==> src/hw/rtl/assert_macros.svh <==
// Assertion macros shared by the RTL of the date validation block.
// Standalone header; define ASSERT_OFF to compile the checks out.
`ifndef ASSERT_MACROS_SVH
`define ASSERT_MACROS_SVH
`ifndef ASSERT_OFF
// Combinational property that must hold at every clock edge out of reset.
`define ASSERT_ALWAYS(lbl, clk, rst_n, expr) \
    lbl: assert property (@(posedge clk) disable iff (!(rst_n)) (expr)) \
        else $error("assertion failed: invariant violated");
// Same-cycle implication.
`define ASSERT_IMPLIES(lbl, clk, rst_n, ante, cons) \
    lbl: assert property (@(posedge clk) disable iff (!(rst_n)) (ante) |-> (cons)) \
        else $error("assertion failed: implication violated");
// Next-cycle implication.
`define ASSERT_NEXT(lbl, clk, rst_n, ante, cons) \
    lbl: assert property (@(posedge clk) disable iff (!(rst_n)) (ante) |=> (cons)) \
        else $error("assertion failed: next-cycle implication violated");
`else
`define ASSERT_ALWAYS(lbl, clk, rst_n, expr)
`define ASSERT_IMPLIES(lbl, clk, rst_n, ante, cons)
`define ASSERT_NEXT(lbl, clk, rst_n, ante, cons)
`endif
`endif

==> src/hw/rtl/dvbe_pkg.sv <==
// Constants, widths and helper functions for the date validation and BCD encoder.
// No dependencies; used by datetime_validate_bcd_encode.
package dvbe_pkg;

    localparam int unsigned IN_DATA_W  = 56;
    localparam int unsigned OUT_DATA_W = 48;

    localparam logic [15:0] YEAR_MIN      = 16'd2000;
    localparam logic [15:0] YEAR_MAX      = 16'd2099;
    localparam logic [7:0]  MONTH_MIN     = 8'd1;
    localparam logic [7:0]  MONTH_MAX     = 8'd12;
    localparam logic [7:0]  DAY_MIN       = 8'd1;
    localparam logic [7:0]  HOUR_MAX      = 8'd23;
    localparam logic [7:0]  MIN_SEC_MAX   = 8'd59;
    localparam logic [3:0]  MONTH_FEB     = 4'd2;
    localparam logic [3:0]  MONTH_MAR     = 4'd3;
    localparam logic [4:0]  FEB_LEAP_DAYS = 5'd29;

    // Century terms of Zeller's sum, j/4 + 5j, for j = 20 and j = 19.
    localparam logic [6:0]  CENTURY_20    = 7'd105;
    localparam logic [6:0]  CENTURY_19    = 7'd99;
    // Year-in-century for January and February of 2000 (counted as 1999).
    localparam logic [6:0]  K_PREV_CENT   = 7'd99;

    // Days in a common year, month 1..12.
    function automatic logic [4:0] month_days(input logic [3:0] mo);
        logic [4:0] len;
        case (mo)
            4'd2:                       len = 5'd28;
            4'd4, 4'd6, 4'd9, 4'd11:    len = 5'd30;
            default:                    len = 5'd31;
        endcase
        return len;
    endfunction

    // floor(13 * (mm + 1) / 5) with January and February as months 13 and 14.
    function automatic logic [5:0] zeller_month_term(input logic [3:0] mo);
        logic [5:0] t;
        case (mo)
            4'd1:    t = 6'd36;
            4'd2:    t = 6'd39;
            4'd3:    t = 6'd10;
            4'd4:    t = 6'd13;
            4'd5:    t = 6'd15;
            4'd6:    t = 6'd18;
            4'd7:    t = 6'd20;
            4'd8:    t = 6'd23;
            4'd9:    t = 6'd26;
            4'd10:   t = 6'd28;
            4'd11:   t = 6'd31;
            4'd12:   t = 6'd33;
            default: t = 6'd0;
        endcase
        return t;
    endfunction

    // Two BCD digits of a value 0..99; v / 10 as (v * 205) >> 11.
    function automatic logic [7:0] to_bcd(input logic [6:0] v);
        logic [14:0] prod;
        logic [3:0]  tens;
        logic [6:0]  rem;
        prod = 15'(v) * 15'd205;
        tens = prod[14:11];
        rem  = v - 7'(tens) * 7'd10;
        return {tens, rem[3:0]};
    endfunction

    // Weekday code 1 = Monday .. 7 = Sunday from Zeller's sum (0..298).
    // sum / 7 as (sum * 293) >> 11, exact over that range.
    function automatic logic [2:0] weekday_of_sum(input logic [8:0] sum);
        logic [17:0] prod;
        logic [5:0]  q;
        logic [8:0]  h;
        logic [2:0]  wd;
        prod = 18'(sum) * 18'd293;
        q    = prod[16:11];
        h    = sum - 9'(q) * 9'd7;
        // Zeller's 0 is Saturday: shift to Monday-based 1..7.
        if (h[2:0] >= 3'd2) begin
            wd = h[2:0] - 3'd1;
        end else begin
            wd = h[2:0] + 3'd6;
        end
        return wd;
    endfunction

endpackage

==> src/hw/rtl/datetime_validate_bcd_encode.sv <==
// Date/time validator and BCD encoder, three-stage pipeline.
// Depends on dvbe_pkg and assert_macros.svh.
//
// Usage: one binary date and time enters per transfer on the slave stream
// (i_s_*) and exactly one result leaves per transfer on the master stream
// (o_m_*). o_m_tuser[0] is 1 when every field is in range; when it is 0 the
// whole o_m_tdata is zero. The weekday (1 Monday .. 7 Sunday) is computed,
// never taken from the caller.
// An accepted transfer passes the check stage, the BCD/weekday-sum stage and
// the mod-7 output stage, whose register drives o_m_tvalid and o_m_tdata.
// Throughput: one item per cycle while i_m_tready is high; each stage holds one item and its valid bit.
// Reset clears the three valid bits; the block is ready right after reset.
// When the receiver stalls, the output stage holds its result and the stages
// behind it keep filling empty slots, so up to three items are held before
// o_s_tready drops. Nothing is lost or repeated across a stall.
`include "assert_macros.svh"

module datetime_validate_bcd_encode (
    input  logic                               i_clk,
    input  logic                               i_rst_n,
    input  logic                               i_s_tvalid,
    output logic                               o_s_tready,
    // year[15:0], month[23:16], day[31:24], hour[39:32], minute[47:40], second[55:48]
    input  logic [dvbe_pkg::IN_DATA_W-1:0]     i_s_tdata,
    output logic                               o_m_tvalid,
    input  logic                               i_m_tready,
    // bcd_year[7:0], bcd_month[12:8], bcd_day[18:13], weekday[21:19],
    // bcd_hour[27:22], bcd_minute[34:28], bcd_second[41:35], zero pad[47:42]
    output logic [dvbe_pkg::OUT_DATA_W-1:0]    o_m_tdata,
    // accepted[0]
    output logic [0:0]                         o_m_tuser
);

    // Input fields
    logic [15:0] in_year;
    logic [7:0]  in_month, in_day, in_hour, in_minute, in_second;

    // Stage control
    logic r_v1, r_v2, r_v3;
    logic ld1, ld2, ld3;
    logic rdy1, rdy2, rdy3;

    // Stage 1: range checks
    logic       r_ok1;
    logic [6:0] r_yo1;
    logic [3:0] r_mo1;
    logic [4:0] r_day1, r_hr1;
    logic [5:0] r_mi1, r_se1;

    // Stage 2: BCD digits and Zeller sum
    logic       r_ok2;
    logic [7:0] r_byr2;
    logic [4:0] r_bmo2;
    logic [5:0] r_bdy2, r_bhr2;
    logic [6:0] r_bmi2, r_bse2;
    logic [8:0] r_sum2;

    // Stage 3: output register
    logic                           r_acc3;
    logic [dvbe_pkg::OUT_DATA_W-1:0] r_data3;

    // Next values
    logic       n_ok1;
    logic [15:0] n_yo_full;
    logic       yr_ok, mo_ok, dy_ok, tm_ok, leap;
    logic [4:0] mlen;
    logic       early, prev_cent;
    logic [6:0] k_val, j_term;
    logic [7:0] k_sum;
    logic [8:0] n_sum2;
    logic [2:0] n_wd3;
    logic [dvbe_pkg::OUT_DATA_W-1:0] n_data3;

    assign in_year   = i_s_tdata[15:0];
    assign in_month  = i_s_tdata[23:16];
    assign in_day    = i_s_tdata[31:24];
    assign in_hour   = i_s_tdata[39:32];
    assign in_minute = i_s_tdata[47:40];
    assign in_second = i_s_tdata[55:48];

    // A stage takes a new item when empty or when its item moves on.
    assign rdy3 = !r_v3 || i_m_tready;
    assign rdy2 = !r_v2 || rdy3;
    assign rdy1 = !r_v1 || rdy2;
    assign ld1  = rdy1;
    assign ld2  = rdy2;
    assign ld3  = rdy3;

    assign o_s_tready = rdy1;
    assign o_m_tvalid = r_v3;
    assign o_m_tdata  = r_data3;
    assign o_m_tuser  = r_acc3;

    // Stage 1 logic
    always_comb begin
        yr_ok     = (in_year >= dvbe_pkg::YEAR_MIN) && (in_year <= dvbe_pkg::YEAR_MAX);
        n_yo_full = in_year - dvbe_pkg::YEAR_MIN;
        mo_ok     = (in_month >= dvbe_pkg::MONTH_MIN) && (in_month <= dvbe_pkg::MONTH_MAX);
        // 2000 is divisible by 400, so within the century every 4th year leaps.
        leap      = (n_yo_full[1:0] == 2'd0);
        mlen      = dvbe_pkg::month_days(in_month[3:0]);
        if ((in_month[3:0] == dvbe_pkg::MONTH_FEB) && leap) begin
            mlen = dvbe_pkg::FEB_LEAP_DAYS;
        end
        dy_ok     = (in_day >= dvbe_pkg::DAY_MIN) && (in_day <= 8'(mlen));
        tm_ok     = (in_hour <= dvbe_pkg::HOUR_MAX) && (in_minute <= dvbe_pkg::MIN_SEC_MAX)
                    && (in_second <= dvbe_pkg::MIN_SEC_MAX);
        n_ok1     = yr_ok && mo_ok && dy_ok && tm_ok;
    end

    // Stage 2 logic: Zeller's sum with January/February in the previous year
    always_comb begin
        early     = (r_mo1 < dvbe_pkg::MONTH_MAR);
        prev_cent = early && (r_yo1 == 7'd0);
        if (prev_cent) begin
            k_val  = dvbe_pkg::K_PREV_CENT;
            j_term = dvbe_pkg::CENTURY_19;
        end else if (early) begin
            k_val  = r_yo1 - 7'd1;
            j_term = dvbe_pkg::CENTURY_20;
        end else begin
            k_val  = r_yo1;
            j_term = dvbe_pkg::CENTURY_20;
        end
        k_sum  = 8'(k_val) + 8'(k_val[6:2]);
        n_sum2 = 9'(r_day1) + 9'(dvbe_pkg::zeller_month_term(r_mo1)) + 9'(k_sum)
                 + 9'(j_term);
    end

    // Stage 3 logic: reduce mod 7 and zero a rejected result
    always_comb begin
        n_wd3   = dvbe_pkg::weekday_of_sum(r_sum2);
        n_data3 = {6'd0, r_bse2, r_bmi2, r_bhr2, n_wd3, r_bdy2, r_bmo2, r_byr2};
        if (!r_ok2) begin
            n_data3 = '0;
        end
    end

    // Valid bits
    always_ff @(posedge i_clk) begin
        if (!i_rst_n) begin
            r_v1 <= 1'b0;
            r_v2 <= 1'b0;
            r_v3 <= 1'b0;
        end else begin
            if (ld1) begin
                r_v1 <= i_s_tvalid;
            end
            if (ld2) begin
                r_v2 <= r_v1;
            end
            if (ld3) begin
                r_v3 <= r_v2;
            end
        end
    end

    // Payload; hold a stage while it cannot advance
    always_ff @(posedge i_clk) begin
        if (ld1) begin
            r_ok1  <= n_ok1;
            r_yo1  <= n_yo_full[6:0];
            r_mo1  <= in_month[3:0];
            r_day1 <= in_day[4:0];
            r_hr1  <= in_hour[4:0];
            r_mi1  <= in_minute[5:0];
            r_se1  <= in_second[5:0];
        end
        if (ld2) begin
            r_ok2  <= r_ok1;
            r_byr2 <= dvbe_pkg::to_bcd(r_yo1);
            r_bmo2 <= 5'(dvbe_pkg::to_bcd(7'(r_mo1)));
            r_bdy2 <= 6'(dvbe_pkg::to_bcd(7'(r_day1)));
            r_bhr2 <= 6'(dvbe_pkg::to_bcd(7'(r_hr1)));
            r_bmi2 <= 7'(dvbe_pkg::to_bcd(7'(r_mi1)));
            r_bse2 <= 7'(dvbe_pkg::to_bcd(7'(r_se1)));
            r_sum2 <= n_sum2;
        end
        if (ld3) begin
            r_acc3  <= r_ok2;
            r_data3 <= n_data3;
        end
    end

    `ASSERT_IMPLIES(a_reject_zero, i_clk, i_rst_n, o_m_tvalid && !o_m_tuser[0], o_m_tdata == '0)
    `ASSERT_IMPLIES(a_weekday_set, i_clk, i_rst_n, o_m_tvalid && o_m_tuser[0], o_m_tdata[21:19] != 3'd0)
    `ASSERT_IMPLIES(a_ready_when_empty, i_clk, i_rst_n, !r_v1, o_s_tready)
    `ASSERT_NEXT(a_hold_on_stall, i_clk, i_rst_n, r_v3 && !i_m_tready, r_v3 && $stable(r_data3))

endmodule
==> config.mk <==
export PLATFORM = sky130hd
export DESIGN_NAME = datetime_validate_bcd_encode
export DESIGN_NICKNAME = d
export VERILOG_FILES = /design/src/hw/rtl/dvbe_pkg.sv /design/src/hw/rtl/datetime_validate_bcd_encode.sv
export VERILOG_INCLUDE_DIRS = /design/src /design/src/hw/rtl
export SDC_FILE = /design/constraint.sdc
export NUM_CORES = 1
export LEC_CHECK = 0
export BUFFER_PORTS_ARGS = -buffer_cell sky130_fd_sc_hd__buf_2
export CAP_MARGIN = 20
export CORE_MARGIN = 8
export CORE_UTILIZATION = 60
export CTS_BUF_LIST = sky130_fd_sc_hd__clkbuf_8
export CTS_CLUSTER_DIAMETER = 100
export DETAILED_ROUTE_END_ITERATION = 10
export HOLD_SLACK_MARGIN = 0.1
export PLACE_DENSITY = 0.81
export SETUP_SLACK_MARGIN = 0.5
export SYNTH_ARGS = -nofsm -noshare
export SYNTH_HDL_FRONTEND = slang
export SYNTH_SLANG_ARGS = --single-unit
==> constraint.sdc <==
create_clock -name i_clk -period 7 [get_ports i_clk]
set_clock_uncertainty 0.05 [all_clocks]
set_input_delay 1.05 -clock i_clk [delete_from_list [all_inputs] [get_ports i_clk]]
set_output_delay 1.05 -clock i_clk [all_outputs]
set_load 0.005 [all_outputs]
Word level (Yosys, flattened, before mapping):

Memory sizes are Yosys's and may differ from the RTL's. A register that Yosys moved wholly into a read port is not among the register bits.
Index checks and enable logic that the tools add are counted.

* register bits after elaboration: 135
* memory bits (read-only): 96
* input bits: 60
* output and inout port bits: 51
* logic and storage cells: 93
* memories kept: 1

Memory list
* (no name shown): words 16, bits a word 6, read ports 1, clocked after Yosys merged registers in 1, wr ports 0, line dvbe_pkg.sv:39 `case (mo)`

* add/subtract/negate cells: 15
* multipliers: 14
* order comparisons: 11
* eq/ne operators: 5
* mux-type cells: 7
* reductions and logical operators: 19

Operators with widths (number)
* $mul 6x8->14 const B: 2
* $mul 5x8->13 const B: 2
* $sub 4x4->4: 6
* $mul 9x9->17 const B: 1
* $ge 16x11->1 const B: 1
* $ge 8x1->1 const B: 2
* $le 16x12->1 const B: 1
* $le 8x6->1 const B: 2
* $mul 7x8->15 const B: 1
* $mux 7: 2
* $mul 4x8->12 const B: 1
* $logic_and 1x1->1: 10
* $add 7x8->9: 1
* $add 9x7->9: 1
* $add 7x5->8: 1
* $eq 4x3->1 const B: 2
* $eq 4x4->1 const B: 2
* $le 8x4->1 const B: 1
* $le 8x5->1: 1
* $le 8x5->1 const B: 1
* $mux 4: 2
* $add 5x6->7: 1
* $logic_not 7->1: 1
* $sub 7x1->7 const B: 1
* other kinds (19): 25

Logic depth before layout (Yosys ltp):

* depth after elaboration: 8
* gate-level depth with buffers: 24
* depth with buffers taken out: 23

Worst setup path after synthesis:

OpenSTA, ideal clock, no wires.

* kind: flip-flop to flip-flop
* from: register r_sum2[8]
* to: register r_data3 (netlist bit o_m_tdata[20]), data pin
* library setup time: 0.255 ns
* data arrival time: 4.922 ns
* required time: 6.695 ns
* setup slack: 1.773 ns
* cell stages (with the launch flop): 24
* path buffers: 1
* cell sequence: edfxtp_1 ha_1 ha_1 inv_1 fa_1 fa_1 inv_1 ha_1 nor3_1 o211ai_1 and3_1 buf_2 a21oi_1 xnor2_1 xor2_1 fa_1 xnor2_1 xnor2_1 xnor2_1 xnor2_1 xnor2_1 ha_1 o21ai_0 and2_1

* longest elaborated chain between the ends: 5

Ends and longest elaborated chain
* from (decl): line datetime_validate_bcd_encode.sv:56 `logic [8:0] r_sum2;`
* from (signal assigned): line datetime_validate_bcd_encode.sv:177 `r_sum2 <= n_sum2;`
* $mul 9x9->17 *: line dvbe_pkg.sv:75 `prod = 18'(sum) * 18'd293;`
* $mul 6x3->3 *: line dvbe_pkg.sv:77 `h = sum - 9'(q) * 9'd7;`
* $sub 3x3->3 *: line dvbe_pkg.sv:77
* $add 3x3->3 (tied with other cells): line dvbe_pkg.sv:82 `wd = h[2:0] + 3'd6;`
* $mux 3 *: line dvbe_pkg.sv:79 `if (h[2:0] >= 3'd2) begin`
* to (signal assigned): line datetime_validate_bcd_encode.sv:181 `r_data3 <= n_data3;`
* to (decl): line datetime_validate_bcd_encode.sv:60 `logic [dvbe_pkg::OUT_DATA_W-1:0] r_data3;`

Every way passes the cells marked *; elsewhere a longest branch is shown, timed or not.
A chain may end at the register's enable or synchronous reset.

Worst setup path after layout:

Ends and elaborated chain as after synthesis.

==> metrics.csv <==
stage;metric;value;unit
layout;fin_nets;1338;
place;dpl.hpwl;14990;um
floorplanning;die-area;0.02185;mm2
layout;fill_cells;1246;
place;gp_congestion;0.8390;
routing;drt_iter0_markers;232;
layout;layout_commonest_cell;ha_1;
routing;vias_per_cell;5.225;
layout;drive_gt1_share;14.93;%
routing;drt_first_pass_iters;4;
synthesis;seq_area_frac_synth;38.02;%
synthesis;ys_types;52;
global_route;antenna_found_initial;0;
cts;cts_max_path_buffers;2;
cts;clkSlewWorstSetupHoldPaths;70;ps
floorplanning;core_area;0.01712;mm2
status;status;complete, no violations;
critical_path;worst-path-buf-inv;2;
routing;finalWirelength;18680;um
critical_path;path_class;reg -> reg;
timing;tns;0;ps
timing;relSlewSlack;34.18;%
synthesis;synth_edf_count;126;
timing;period_minus_slack;5463;ps
floorplanning;die_y;147.8;um
synthesis;synth_xor_area_share;5.797;%
min_path;hp-start;r_ok1;
routing;drc;0;
routing;ant_nets;0;
critical_path;crit_slowest_cell;fa_1;
place;port_buffers;104;
synthesis;ys_ff_latch;135;
global_route;grt_pass1_wl;32170;um
timing;fmax;183.0;MHz
min_path;hp-class;reg -> reg;
cts;cts_buffers;17;
floorplanning;io_pins;111;
critical_path;cp_cell_sequence;ha_1, ha_1, inv_1, fa_1, fa_1, inv_1, ha_1, nor3_1, o211ai_1, and3_1, a21oi_1, xnor2_1, xor2_1, fa_1, xnor2_1, xnor2_1, xnor2_1, xnor2_1, xnor2_1, ha_1, o21ai_0, and2_1;
layout;syn2layout_area_growth;10.77;%
floorplanning;num_rows;48;
critical_path;cp_max_fo;5;
synthesis;synthSimpleGateAreaFrac;6.889;%
critical_path;cpPeakStageDelay;540;ps
synthesis;synthArstFlopShare;0;%
timing;fin_crit_sh;78.04;%
cts;hold_buffers;0;
cts;cts-root-buf;clkbuf_8;
timing;tightest_slew;985.9;ps
critical_path;r2r_setup_slack;1540;ps
flow_run;drv_cap;0;
routing;vias;6495;
cts;clk_latency;450;ps
synthesis;syn_area_per_cell;11.71;um2
timing;hold_violations;0;
cts;cts_tree;built;
cts;cts_resized;0;
cts;cts.sinks;135;
synthesis;synth_compound_area_share;6.121;%
min_path;holdPathEnd;r_ok2;
synthesis;synth_area_leader_cell;edfxtp_1;
critical_path;start_kind;register;
min_path;whs_path_depth;0;
critical_path;required;7150;ps
critical_path;reg2reg_to;o_m_tdata[20];
floorplanning;initial_utilization;60.91;%
synthesis;synth_fa_ha_area_share;35.86;%
critical_path;r2r_cells;22;
global_route;gr-total-overflow;0;
floorplanning;die_x;147.8;um
global_route;grt_pass1_vias;6885;
global_route;grt_use_total;18.29;%
timing;rsz0062_at_grt;no;
synthesis;syn_inst;890;
layout;layout_common_cells;ha_1 (222), inv_1 (178), edfxtp_1 (126);
critical_path;cp.arrival;5610;ps
synthesis;synthTopCellsByArea;edfxtp_1 (36%), ha_1 (27%), fa_1 (9.2%);
synthesis;synth-main-ff-cell;edfxtp_1;
cts;postCtsSetupBuffers;0;
layout;n_antenna_cell;0;
routing;post_drt_wl_per_cell;15.03;um
critical_path;endpoint_kind;register;
synthesis;synth_mux_area_share;0.1920;%
synthesis;netlist_area;0.01042;mm2
critical_path;crit_path_frequent_cell;xnor2_1;
timing;setup_viol;0;
synthesis;netlist.area_leader.share;36.29;%
synthesis;ys_warn_count;0;
cts;htreeDepth;4;
synthesis;synth_top_family_by_area;adder cells;
global_route;grt_max_degree;50;
critical_path;cp_top_family;adder cells;
timing;finalMaxSlewViolations;0;
critical_path;r2r-start;r_sum2[8];
==> stage by stage <==
stage	instances	utilization (%)	hold slack (ps)	setup slack, ps	area (um2)
floorplan	895	-	350.3	1773	10440
global placement	1214	65.42	358.8	1708	11200
detailed placement	1214	65.42	359.2	1525	11200
CTS	1243	67.46	376.7	1512	11550
global route	1243	67.46	396.1	1114	11550
finish	1243	67.46	375.8	1537	11550
==> worst max-delay path by stage <==
| stage | start | endpoint | slack (ps) | depth (start not counted) |
|---|---|---|---|---|
| after CTS | r_sum2[8] | o_m_tdata[20] | 1510 | 22 |
| after detailed placement | r_sum2[8] | o_m_tdata[20] | 1520 | 22 |
| final | r_sum2[8] | o_m_tdata[20] | 1540 | 22 |
| after floorplan | r_sum2[8] | o_m_tdata[20] | 1770 | 23 |
| after global routing | r_sum2[8] | o_m_tdata[20] | 1110 | 22 |
| after global placement | r_sum2[8] | o_m_tdata[20] | 1710 | 22 |
==> logic make-up after synthesis <==
group,after synthesis
buffers and inverters,190
muxes,2
adders and majority gates,270
and+or+nand+nor,131
DFF,135
AOI/OAI and AO/OA,96
xor gates and xnor gates,65
other,1
==> cell usage after synthesis (2+ instances only) <==
cell,n
nor2_1,11
a21o_1,11
o21ai_0,19
and2_1,41
nand3_1,11
o211ai_1,4
ha_1,222
inv_1,177
clkbuf_1,5
o21ai_1,3
buf_2,2
a211oi_1,5
o21a_1,4
xor2_1,16
nand2b_1,2
xnor2_1,46
nor2b_1,5
dfxtp_1,9
edfxtp_1,126
o22ai_1,2
xnor3_1,2
or2_2,9
a41o_1,3
nand4_1,7
a31oi_1,4
nor4_1,7
mux2i_1,2
fa_1,48
a21oi_1,24
nor3_1,6
a2111oi_2,2
buf_4,6
nand3b_1,2
o21bai_1,5
nand2_1,25
==> worst register-to-register path, cell delays in order, from the launching register on <==
cell and delay (ps):
edfxtp_1 450, ha_1 220, ha_1 270, inv_1 50, fa_1 460, fa_1 540
inv_1 40, ha_1 210, nor3_1 270, o211ai_1 130, and3_1 240, a21oi_1 190
xnor2_1 180, xor2_1 130, fa_1 450, xnor2_1 180, xnor2_1 150, xnor2_1 150
xnor2_1 150, xnor2_1 180, ha_1 290, o21ai_0 90, and2_1 150
==> state kept, by name, indices dropped and copies added, names as in the netlist, 7 cells and up, named ones only <==
register,cells
o_m_tdata,42
r_sum2,9
r_byr2,8
r_bmi2,7
r_bse2,7
r_yo1,7
==> per-layer routing <==
| layer | GRT usage, % | wire (um) | share of wire [%] | vias to the layer above |
|---|---|---|---|---|
| met2 | 32.66 | 9543 | 51 | 124 |
| li1 | - | - | - | 3246 |
| met1 | 21.77 | 8116 | 43 | 3111 |
| met4 | 4.742 | 189 | 1.0 | 0 |
| met3 | 4.158 | 835 | 4.5 | 14 |
| met5 | 0 | 0 | 0 | - |
==> cell type report <==
type                    count  area (um2)  area share, %
flip-flops and latches    135        3964          34.33
multi-input cells         570        5744          49.75
inverters                 177       664.4          5.754
clock inverters            12       116.4          1.008
repair buffers            107       543.0          4.703
well taps                 225       281.5          2.438
clock buffers              17       234.0          2.026
Power is left out: the tool's default activity adds up to more than one toggle a clock period on the data nets, which glitch-free logic cannot reach.
